<file path="src/kvca_pkg.sv">
// Shared constants, types and helper functions for the KV-cache attention block.
// Depends on nothing; every other file of the block imports it.
package kvca_pkg;

    localparam int LAYERS      = 4;
    localparam int MAX_SEQ_LEN = 256;
    localparam int HEADS       = 4;
    localparam int HEAD_DIM    = 64;

    localparam int ROW_SPAN    = HEADS * HEAD_DIM;
    localparam int LAYER_SPAN  = MAX_SEQ_LEN * ROW_SPAN;
    localparam int STORE_DEPTH = LAYERS * LAYER_SPAN;

    localparam int ADDR_W = (STORE_DEPTH > 1) ? $clog2(STORE_DEPTH) : 1;
    localparam int OFF_W  = (LAYER_SPAN > 1) ? $clog2(LAYER_SPAN) : 1;
    localparam int LSEL_W = (LAYERS > 1) ? $clog2(LAYERS) : 1;
    localparam int PIDX_W = (MAX_SEQ_LEN > 1) ? $clog2(MAX_SEQ_LEN) : 1;
    localparam int POS_W  = $clog2(MAX_SEQ_LEN + 1);
    localparam int DIX_W  = (HEAD_DIM > 1) ? $clog2(HEAD_DIM) : 1;

    // Fixed widths of the transaction fields.
    localparam int DATA_W  = 16;
    localparam int ACT_W   = 2;
    localparam int LAYER_W = 2;
    localparam int HEAD_W  = 2;
    localparam int DIM_W   = 6;
    localparam int CNT_W   = 9;

    localparam logic [ACT_W-1:0] ACT_WRITE   = 2'd0;
    localparam logic [ACT_W-1:0] ACT_ADVANCE = 2'd1;
    localparam logic [ACT_W-1:0] ACT_CLEAR   = 2'd2;
    localparam logic [ACT_W-1:0] ACT_QUERY   = 2'd3;

    function automatic longint unsigned isqrt_const(longint unsigned v);
        longint unsigned r;
        longint unsigned b;
        longint unsigned x;
        r = 0;
        x = v;
        b = 64'd1 << 62;
        while (b > x) b = b >> 2;
        while (b != 0) begin
            if (x >= r + b) begin
                x = x - (r + b);
                r = (r >> 1) + b;
            end else begin
                r = r >> 1;
            end
            b = b >> 2;
        end
        return r;
    endfunction

    localparam longint unsigned SCALE = isqrt_const((64'd1 << 32) / HEAD_DIM);
    localparam int SCALE_W = 17;

    localparam int DOT_W   = 2 * DATA_W + $clog2(HEAD_DIM) + 1;
    localparam int SPROD_W = DOT_W + SCALE_W + 1;
    localparam int SCORE_W = 32;
    localparam int W_W     = 17;
    localparam int WSUM_W  = POS_W + 16;
    localparam int ACC_W   = WSUM_W + DATA_W + 1;
    localparam int NUM_W   = ACC_W + 1;
    localparam int NEGD_W  = 23;
    localparam int TPROD_W = NEGD_W + 17;

    localparam logic [16:0] LOG2E_Q16 = 17'd94548;
    localparam logic signed [SCORE_W:0] EXP_FLOOR = -88 * 65536;

    function automatic logic [W_W-1:0] pow2_frac(input logic [3:0] f);
        logic [W_W-1:0] r;
        unique case (f)
            4'd0:  r = 17'd65536;
            4'd1:  r = 17'd62757;
            4'd2:  r = 17'd60097;
            4'd3:  r = 17'd57549;
            4'd4:  r = 17'd55109;
            4'd5:  r = 17'd52773;
            4'd6:  r = 17'd50535;
            4'd7:  r = 17'd48393;
            4'd8:  r = 17'd46341;
            4'd9:  r = 17'd44376;
            4'd10: r = 17'd42495;
            4'd11: r = 17'd40693;
            4'd12: r = 17'd38968;
            4'd13: r = 17'd37316;
            4'd14: r = 17'd35734;
            4'd15: r = 17'd34219;
        endcase
        return r;
    endfunction

    function automatic logic [ADDR_W-1:0] store_addr(input logic [LAYER_W-1:0] layer,
                                                     input logic [PIDX_W-1:0] pos,
                                                     input logic [HEAD_W-1:0] head,
                                                     input logic [DIX_W-1:0] d);
        return ADDR_W'(((int'(layer) * MAX_SEQ_LEN + int'(pos)) * HEADS + int'(head))
                       * HEAD_DIM + int'(d));
    endfunction

    typedef struct packed {
        logic                     wr_en;
        logic [ADDR_W-1:0]        wr_addr;
        logic signed [DATA_W-1:0] wr_key;
        logic signed [DATA_W-1:0] wr_val;
        logic [ADDR_W-1:0]        rd_addr;
    } store_req_t;

    typedef struct packed {
        logic              start;
        logic [NUM_W-1:0]  num;
        logic [WSUM_W-1:0] den;
    } div_req_t;

endpackage

</file>
<file path="src/kvca_div.sv">
// Restoring divider, one quotient bit per cycle, for the softmax normalisation.
// Depends on kvca_pkg for widths and the request struct.
module kvca_div (
    input  logic                        aclk,
    input  logic                        aresetn,
    input  kvca_pkg::div_req_t          div_req,
    output logic                        div_done,
    output logic [kvca_pkg::NUM_W-1:0]  div_quo
);
    import kvca_pkg::*;

    localparam int DCNT_W = $clog2(NUM_W);

    logic [NUM_W-1:0]  quo_reg;
    logic [WSUM_W-1:0] rem_reg;
    logic [WSUM_W-1:0] den_reg;
    logic [DCNT_W-1:0] cnt_reg;
    logic              busy_reg;
    logic              done_reg;
    logic [WSUM_W:0]   trial;

    assign trial = {rem_reg, quo_reg[NUM_W-1]};

    always_ff @(posedge aclk) begin
        if (!aresetn) begin
            busy_reg <= 1'b0;
            done_reg <= 1'b0;
        end else begin
            done_reg <= 1'b0;
            if (div_req.start) begin
                quo_reg  <= div_req.num;
                rem_reg  <= '0;
                den_reg  <= div_req.den;
                cnt_reg  <= DCNT_W'(NUM_W - 1);
                busy_reg <= 1'b1;
            end else if (busy_reg) begin
                if (trial >= {1'b0, den_reg}) begin
                    rem_reg <= WSUM_W'(trial - {1'b0, den_reg});
                    quo_reg <= {quo_reg[NUM_W-2:0], 1'b1};
                end else begin
                    rem_reg <= trial[WSUM_W-1:0];
                    quo_reg <= {quo_reg[NUM_W-2:0], 1'b0};
                end
                if (cnt_reg == '0) begin
                    busy_reg <= 1'b0;
                    done_reg <= 1'b1;
                end else begin
                    cnt_reg <= cnt_reg - 1'b1;
                end
            end
        end
    end

    assign div_done = done_reg;
    assign div_quo  = quo_reg;

endmodule

</file>
<file path="config.mk">
export PLATFORM = sky130hd
export DESIGN_NAME = kvca_div
export DESIGN_NICKNAME = d
export VERILOG_FILES = /design/src/kvca_pkg.sv /design/src/kvca_div.sv
export SDC_FILE = /design/constraint.sdc
export NUM_CORES = 1
export LEC_CHECK = 0
export BUFFER_PORTS_ARGS = -buffer_cell sky130_fd_sc_hd__buf_4
export CAP_MARGIN = 20
export CORE_MARGIN = 1.5
export CORE_UTILIZATION = 40
export DETAILED_ROUTE_END_ITERATION = 8
export PLACE_DENSITY_LB_ADDON = 0.25
export SLEW_MARGIN = 0
export SYNTH_ARGS = -nofsm -noshare
export SYNTH_HDL_FRONTEND = slang
export SYNTH_SLANG_ARGS = --single-unit
</file>
<file path="constraint.sdc">
create_clock -name aclk -period 9.95 [get_ports aclk]
set_input_delay 1.4925 -clock aclk [delete_from_list [all_inputs] [get_ports aclk]]
set_output_delay 1.4925 -clock aclk [all_outputs]
set_load 0.005 [all_outputs]
</file>
==> results.ini, run 1 <==
[routing]
via_per_inst = 5.154
routed_wl_um = 11740
drc_errors = 0
first_pass_iters = 4
via_count = 3793
drt_iter0_drc = 192
ant_nets = 0
wl_per_cell_um = 15.95

[global_routing]
globalRouteTotalUtil = 0.1709
grt_pass1_wl_um = 19220
grt_pass1_vias = 3873
grt.overflow.total = 0
grt_max_degree = 73
grt_antenna_before_repair = 0

[placed_design]
placed_cell_area_um2 = 6501
io_buffers = 114
place_ws_ns = 5.992
globalplace.congestion = 0.7817
dp_hpwl_um = 8269
placed_cells = 720

[floorplanning]
num_rows = 42
die_x_um = 120.0
die_y_um = 120.0
dieArea_um2 = 14400
initial_core_util = 0.4117
io_pins = 115
core_area_um2 = 13300

[setup_path]
startpoint_type = input port
cp_max_fo = 72
slowest_delay_ns = 0.75
r2r_end = rem_reg[23]$_SDFFCE_PP0P_
endpoint = div_quo[32]$_DFFE_PP_
critPathCaptureType = flip-flop
arrival_ns = 3.53
slowest_stage = o21a_2
r2r_setup_slack_ns = 6.50
criticalPathCategory = input port to flip-flop
cp_top_family = buffers and inverters
critPathBufInv = 2
crit_path_frequent_cell = buf_4
critPathLaunch = div_req[68]
r2r_cells = 13
timing.rr.start = div_quo[42]$_DFFE_PP_
crit_cells = 3
crit_chain = buf_4, o21a_2, buf_4
cp.required_ns = 9.94

[hold_path]
hold_class = flip-flop to flip-flop

[yosys]
yosys_register_bits = 101
synth_cell_types = 54
yosysWarnings = 0
yosys-top-cells-area = edfxtp_1, mux2_2, ha_1, mux2i_1, nor2_1
ys_seq_area_frac = 0.5504
synth_ff_type = edfxtp_1
syn_area_um2 = 5474
synth_area_per_cell_um2 = 12.41
async_reset_ff_frac = 0
synth_top_area_frac = 0.5431
yosys.area.top_type = edfxtp_1
netlist_instances = 441
synth_edf_count = 99
synthesis.nets = 540

[power_and_ir_drop]
p_leak_nw = 2.786
pwr_density_cell_nw_per_um2 = 166.2
ir_drop_mv = 0.08662

[clock_tree]
clk_pin_slew_ns = 0.07
cts.htree.levels = 3
numCtsBuffers = 9
clk_latency_ns = 0.35
cts.sinks = 101
cts_root_buffer = clkbuf_16
ctsHoldBuffers = 0
clockBufferDepth = 2
postCtsSetupRepairBufs = 0
ctsResizeCount = 0
cts_tree = yes

[outcome]
status = complete, no violations

[sta]
slew_viol_final = 0
worst_pin_slew_ns = 0.8367
rsz0062_at_grt = false
max_freq_mhz = 282.8
fin_ws_ns = 6.414
finalHoldViolCount = 0
slew_headroom = 0.4422
setup_viol = 0
min_period_over_period = 0.3554
clock_skew_ns = 0.008142
setup_tns_ns = 0
fin_crit_ns = 3.536

[job]
maxCapViolCount = 0

[finish]
final_common_cell = buf_4
final-instance-count-excl-fill = 736
diodes = 0
n_fill_cell = 1212
mostFrequentLayoutCells = buf_4, edfxtp_1, mux2_2, nor2_1, inv_1
post-route-util = 0.5096
final_layout_size_suffix_gt1_frac = 0.3214
fin_nets = 654
largest_reg_flops = 43
syn_to_final_growth_pct = 23.77
final_cell_area_um2 = 6775

cell type report:
type / count / area (µm²) / area share
repair buffers: 117 / 878.3 / 0.1296
flip-flops and latches: 101 / 3013 / 0.4447
inverters: 32 / 120.1 / 0.01773
multi-input cells: 294 / 2270 / 0.3350
well taps: 176 / 220.2 / 0.03250
clock inverters: 7 / 48.80 / 0.007202
clock buffers: 9 / 225.2 / 0.03324
synth_stat cells (4+ instances only):
master / instances
o21a_1: 10
xnor2_1: 13
edfxtp_1: 99
nand3_1: 9
nand2_1: 21
nor3_1: 10
a21o_1: 7
mux2i_1: 17
mux2_2: 42
o211a_1: 4
a21oi_1: 22
ha_1: 27
inv_1: 32
nand2b_1: 6
clkbuf_1: 8
o21ai_0: 14
nor2_1: 37
xor2_1: 11
per-stage QoR:
step | hold WS, ns | total power, mW
2_1_floorplan | 0.4145 | 0.7227
6_report | 0.4539 | 1.126
4_1_cts | 0.4540 | 1.138
3_5_place_dp | 0.4429 | 0.8021
3_3_place_gp | 0.4523 | 0.7964
5_1_grt | 0.4799 | 1.185
where the power goes:
group | internal (mW) | switching [mW]
sequential | 0.511 | 0.0170
combinational | 0.129 | 0.137
clock | 0.171 | 0.162
tightest hold or removal path, delay by kind of cell (launching register included):
kind / cells / cell delay [ns]
flip-flops: 1 / 0.32
AND/OR/NAND/NOR: 2 / 0.10
cell families (layout without fill, tap and decap cells):
kind of cell / count (synthesis) / after routing / synth area share
and+or+nand+nor: 102 / 102 / 0.09029
DFF: 101 / 101 / 0.5504
adders and majority gates: 28 / 28 / 0.06537
muxes: 59 / 59 / 0.1175
xor gates and xnor gates: 24 / 24 / 0.03840
buffers and inverters: 46 / 165 / 0.03520
AOI/OAI and AO/OA: 81 / 81 / 0.1029
per-layer routing:
metal / wire length [µm] / vias up / GRT usage
li1: - / 1863 / -
met1: 5085 / 1794 / 0.2096
met2: 5639 / 122 / 0.2829
met3: 831 / 14 / 0.05656
met4: 183 / 0 / 0.05804
met5: 0 / - / 0
how the worst min path moves through the flow:
stage | startpoint | end | slack (ns) | depth (start not counted)
2_1_floorplan | busy_reg$_SDFF_PN0_ | div_done$_SDFF_PP0_ | 0.41 | 2
4_1_cts | busy_reg$_SDFF_PN0_ | div_done$_SDFF_PP0_ | 0.45 | 2
3_3_place_gp | busy_reg$_SDFF_PN0_ | div_done$_SDFF_PP0_ | 0.45 | 2
6_report | busy_reg$_SDFF_PN0_ | div_done$_SDFF_PP0_ | 0.45 | 2
3_5_place_dp | busy_reg$_SDFF_PN0_ | div_done$_SDFF_PP0_ | 0.44 | 2
5_1_grt | busy_reg$_SDFF_PN0_ | div_done$_SDFF_PP0_ | 0.48 | 2
(Power assumes the default switching activity.)
==> run 2: changes to the inputs <==
- clock period: 9.95 -> 3.1 ns (I/O delays scaled with it)
==> results.ini, run 2 (synthesis results as in run 1) <==
[outcome]
status = complete, no violations

[sta]
fin_crit_ns = 3.075
clock_skew_ns = 0.008501
setup_viol = 0
fin_ws_ns = 0.02484
min_period_over_period = 0.9920
slew_viol_final = 0
finalHoldViolCount = 0
rsz0062_at_grt = true
holdWs_ns = 0.2819
max_freq_mhz = 325.2
setup_tns_ns = 0
worst_pin_slew_ns = 0.4993
slew_headroom = 0.6671

[global_routing]
grt_max_degree = 40
met1_usage = 0.2200
grt_pass1_wl_um = 20230
use_met2 = 0.2907
grt.overflow.total = 0
gr-max-usage-layer = met2
globalRouteTotalUtil = 0.1793
use_met3 = 0.06654
grt_antenna_before_repair = 0
grt_pass1_vias = 4174

[setup_path]
cp_max_fo = 5
arrival_ns = 3.18
startpoint_type = flip-flop
critPathCaptureType = flip-flop
timing.rr.start = div_quo[42]$_DFFE_PP_
critPathLaunch = div_quo[42]$_DFFE_PP_
r2r_cells = 13
criticalPathCategory = flip-flop to flip-flop
cp.required_ns = 3.20

[clock_tree]
clockBufferDepth = 2
clk_pin_slew_ns = 0.07
numCtsBuffers = 9
cts_tree = yes
ctsHoldBuffers = 0
cts_root_buffer = clkbuf_16
cts.sinks = 101
clk_latency_ns = 0.35
cts.htree.levels = 3

[finish]
final-instance-count-excl-fill = 756
final_common_cell = buf_4
mostFrequentLayoutCells = buf_4, edfxtp_1, mux2_2, nor2_1, inv_1
fin_nets = 674
final_layout_size_suffix_gt1_frac = 0.3603
diodes = 0
n_fill_cell = 1163
largest_reg_flops = 43
syn_to_final_growth_pct = 27.95

[routing]
drt_iter0_drc = 190
routed_wl_um = 12200
wl_per_cell_um = 16.14
first_pass_iters = 4
via_per_inst = 5.192
drc_errors = 0
via_count = 3925
ant_nets = 0

[power_and_ir_drop]
power.share.clock = 0.313
intPower_mw = 2.750
pwr-share-seq = 0.448
ir_drop_mv = 0.4464
p_comb_frac = 0.240
p_leak_nw = 2.903
switchingPower_mw = 1.038
swShare = 0.2740
pwr_density_cell_nw_per_um2 = 540.9

[placed_design]
io_buffers = 114
place_ws_ns = -0.06868
placed_cells = 727
globalplace.congestion = 0.8548
dp_hpwl_um = 8746

[floorplanning]
core_area_um2 = 13300
io_pins = 115
die_y_um = 120.0
num_rows = 42
die_x_um = 120.0
initial_core_util = 0.4117
dieArea_um2 = 14400

[hold_path]
whs_path_depth = 1
hold_start = div_req[0]
hold_class = input port to flip-flop

[job]
maxCapViolCount = 0

[run 2: path summary, 6_finish.rpt]
kind | slack, ns | end
worst max-delay path | 0.02 | rem_reg[23]$_SDFFCE_PP0P_
worst min register to register | 0.45 | div_done$_SDFF_PP0_
worst min-delay path | 0.28 | den_reg[0]$_DFFE_PP_
worst max register to register | 0.02 | rem_reg[23]$_SDFFCE_PP0P_
[run 2: cell type report]
class | count | area (µm²) | share of cell area
sequential | 101 | 3013 | 0.4302
clock inverter | 5 | 67.56 | 0.009646
multi-input combinational | 294 | 2305 | 0.3290
tap | 176 | 220.2 | 0.03144
timing repair buffer | 137 | 1036 | 0.1479
inverter | 32 | 120.1 | 0.01715
clock buffer | 11 | 242.7 | 0.03466
[run 2: worst max-delay path, cell delays in order, from the launching register on]
cell and delay (ns):
edfxtp_1 0.41, inv_2 0.10, ha_4 0.13, inv_2 0.04, fa_2 0.37, a21o_1 0.21
a221oi_2 0.33, o21ai_2 0.13, nand2_2 0.11, a311oi_2 0.11, nor4_4 0.32, buf_4 0.20
nor4_2 0.05, a311o_1 0.32
[run 2: layer usage]
metal	part of all wire	wire [µm]	vias to the layer above
li1	-	-	1903
met1	0.44	5378	1895
met5	0	0	-
met3	0.076	923	13
met4	0.014	167	0
met2	0.47	5733	114
[run 2: per-stage QoR]
stage / util / instance area (µm²) / total power, mW
6_report: 0.5268 / 7004 / 3.789
4_1_cts: 0.5224 / 6945 / 3.805
3_3_place_gp: 0.4929 / 6554 / 2.574
5_1_grt: 0.5268 / 7004 / 3.985
2_1_floorplan: - / 5475 / 2.318
3_5_place_dp: 0.4929 / 6554 / 2.598
[run 2: what timing repair did]
item	in CTS	in global routing
resized for setup	2	10
pin swaps	5	8
setup buffers	10	4
hold endpoints to repair	0	0
setup endpoints to repair	17	26
[run 2: power groups by stage]
stage                     registers (mW)  clock network, mW  logic (mW)
final                               1.70               1.18       0.909
after global routing                1.71               1.27        1.01
after CTS                           1.70               1.22       0.894
after detailed placement            1.72                  0       0.875
after global placement              1.72                  0       0.852
after floorplan                     1.71                  0       0.606
==> run 3: changes to the inputs <==
- CORE_MARGIN: 1.5 -> default
- SLEW_MARGIN: 0 -> 20
==> results.ini, run 3 (synthesis results as in run 1) <==
[setup_path]
cp.required_ns = 3.21
criticalPathCategory = flip-flop to flip-flop
cp_max_fo = 7
startpoint_type = flip-flop
timing.rr.start = div_quo[42]$_DFFE_PP_
arrival_ns = 3.18
critPathCaptureType = flip-flop
critPathLaunch = div_quo[42]$_DFFE_PP_

[clock_tree]
cts.htree.levels = 3
clk_pin_slew_ns = 0.08
cts_root_buffer = clkbuf_16
clk_latency_ns = 0.36
cts.sinks = 101
clockBufferDepth = 2
cts_tree = yes
numCtsBuffers = 9

[finish]
syn_to_final_growth_pct = 27.66
largest_reg_flops = 43
final_layout_size_suffix_gt1_frac = 0.3537
fin_nets = 668
final_cell_area_um2 = 6988
final_common_cell = buf_4
mostFrequentLayoutCells = buf_4, edfxtp_1, mux2_2, nor2_1, inv_1
diodes = 0

[sta]
slew_headroom = 0.6915
min_period_over_period = 0.9914
rsz0062_at_grt = true
setup_viol = 0
worst_pin_slew_ns = 0.4627
holdWs_ns = 0.2805
max_freq_mhz = 325.4
clock_skew_ns = 0.01356
finalHoldViolCount = 0
fin_crit_ns = 3.073
setup_tns_ns = 0
fin_ws_ns = 0.02656
slew_viol_final = 0

[outcome]
status = complete, no violations

[placed_design]
io_buffers = 114
place_ws_ns = -0.007139
globalplace.congestion = 0.8303
placed_cell_area_um2 = 6559
dp_hpwl_um = 8559

[floorplanning]
die_y_um = 119.0
die_x_um = 119.0
dieArea_um2 = 14160
core_area_um2 = 13300
initial_core_util = 0.4117
num_rows = 42
io_pins = 115

[global_routing]
grt_pass1_wl_um = 19510
grt.overflow.total = 0
grt_antenna_before_repair = 0
grt_max_degree = 42
globalRouteTotalUtil = 0.1771
grt_pass1_vias = 4057

[power_and_ir_drop]
pwr_density_cell_nw_per_um2 = 536.1
ir_drop_mv = 0.3793
p_leak_nw = 2.898

[routing]
first_pass_iters = 4
drt_iter0_drc = 152
drc_errors = 0
routed_wl_um = 11950
ant_nets = 0
via_per_inst = 5.165
wl_per_cell_um = 15.93
via_count = 3874

[hold_path]
hold_start = div_req[21]
hold_class = input port to flip-flop

[job]
maxCapViolCount = 0

-- run 3: final timing paths --
check | endpoint | slack, ns | depth (start not counted)
worst max-delay path | rem_reg[23]$_SDFFCE_PP0P_ | 0.03 | 13
worst min-delay path | den_reg[21]$_DFFE_PP_ | 0.28 | 1
worst max register to register | rem_reg[23]$_SDFFCE_PP0P_ | 0.03 | 13
worst min register to register | div_done$_SDFF_PP0_ | 0.45 | 2
-- run 3: through the flow --
stage | cells | utilization | power, mW
after floorplan | 441 | - | 2.318
after global placement | 726 | 0.4933 | 2.575
after detailed placement | 726 | 0.4933 | 2.598
after CTS | 743 | 0.5158 | 3.739
after global routing | 750 | 0.5256 | 3.939
final | 750 | 0.5256 | 3.746
-- run 3: power breakdown --
part | switching [mW] | leakage [nW] | internal [mW]
clock network | 0.541 | 0.143 | 0.582
logic | 0.457 | 1.80 | 0.470
registers | 0.0571 | 0.960 | 1.64
-- run 3: worst max-delay path, cell delays in order, from the launching register on --
cell and delay (ns):
edfxtp_1 0.40, inv_2 0.10, ha_4 0.13, inv_2 0.04, fa_2 0.36, a21o_1 0.20, a221oi_2 0.29, o21ai_1 0.12
nand2_1 0.12, a311oi_2 0.13, nor4_4 0.38, buf_6 0.20, nor4bb_4 0.05, a311o_1 0.33
-- run 3: repair_timing --
action,in CTS,in global routing
gates cloned,0,1
resized for setup,0,13
pin swaps,0,10
setup buffers,1,6
hold buffers,0,0
setup endpoints to repair,9,26
-- run 3: area by class of cell --
class / instances / area, µm²
fillers: 1172 / 6307
flip-flops and latches: 101 / 3013
multi-input cells: 294 / 2315
repair buffers: 131 / 1028
clock buffers: 10 / 239.0
well taps: 176 / 220.2
inverters: 32 / 120.1
clock inverters: 6 / 52.55
-- run 3: routing by layer --
metal,vias to the layer above,track usage,part of all wire
met3,9,0.07471,0.087
met4,0,0.04747,0.011
met1,1857,0.2115,0.43
met2,118,0.2918,0.47
li1,1890,-,-
met5,-,0,0
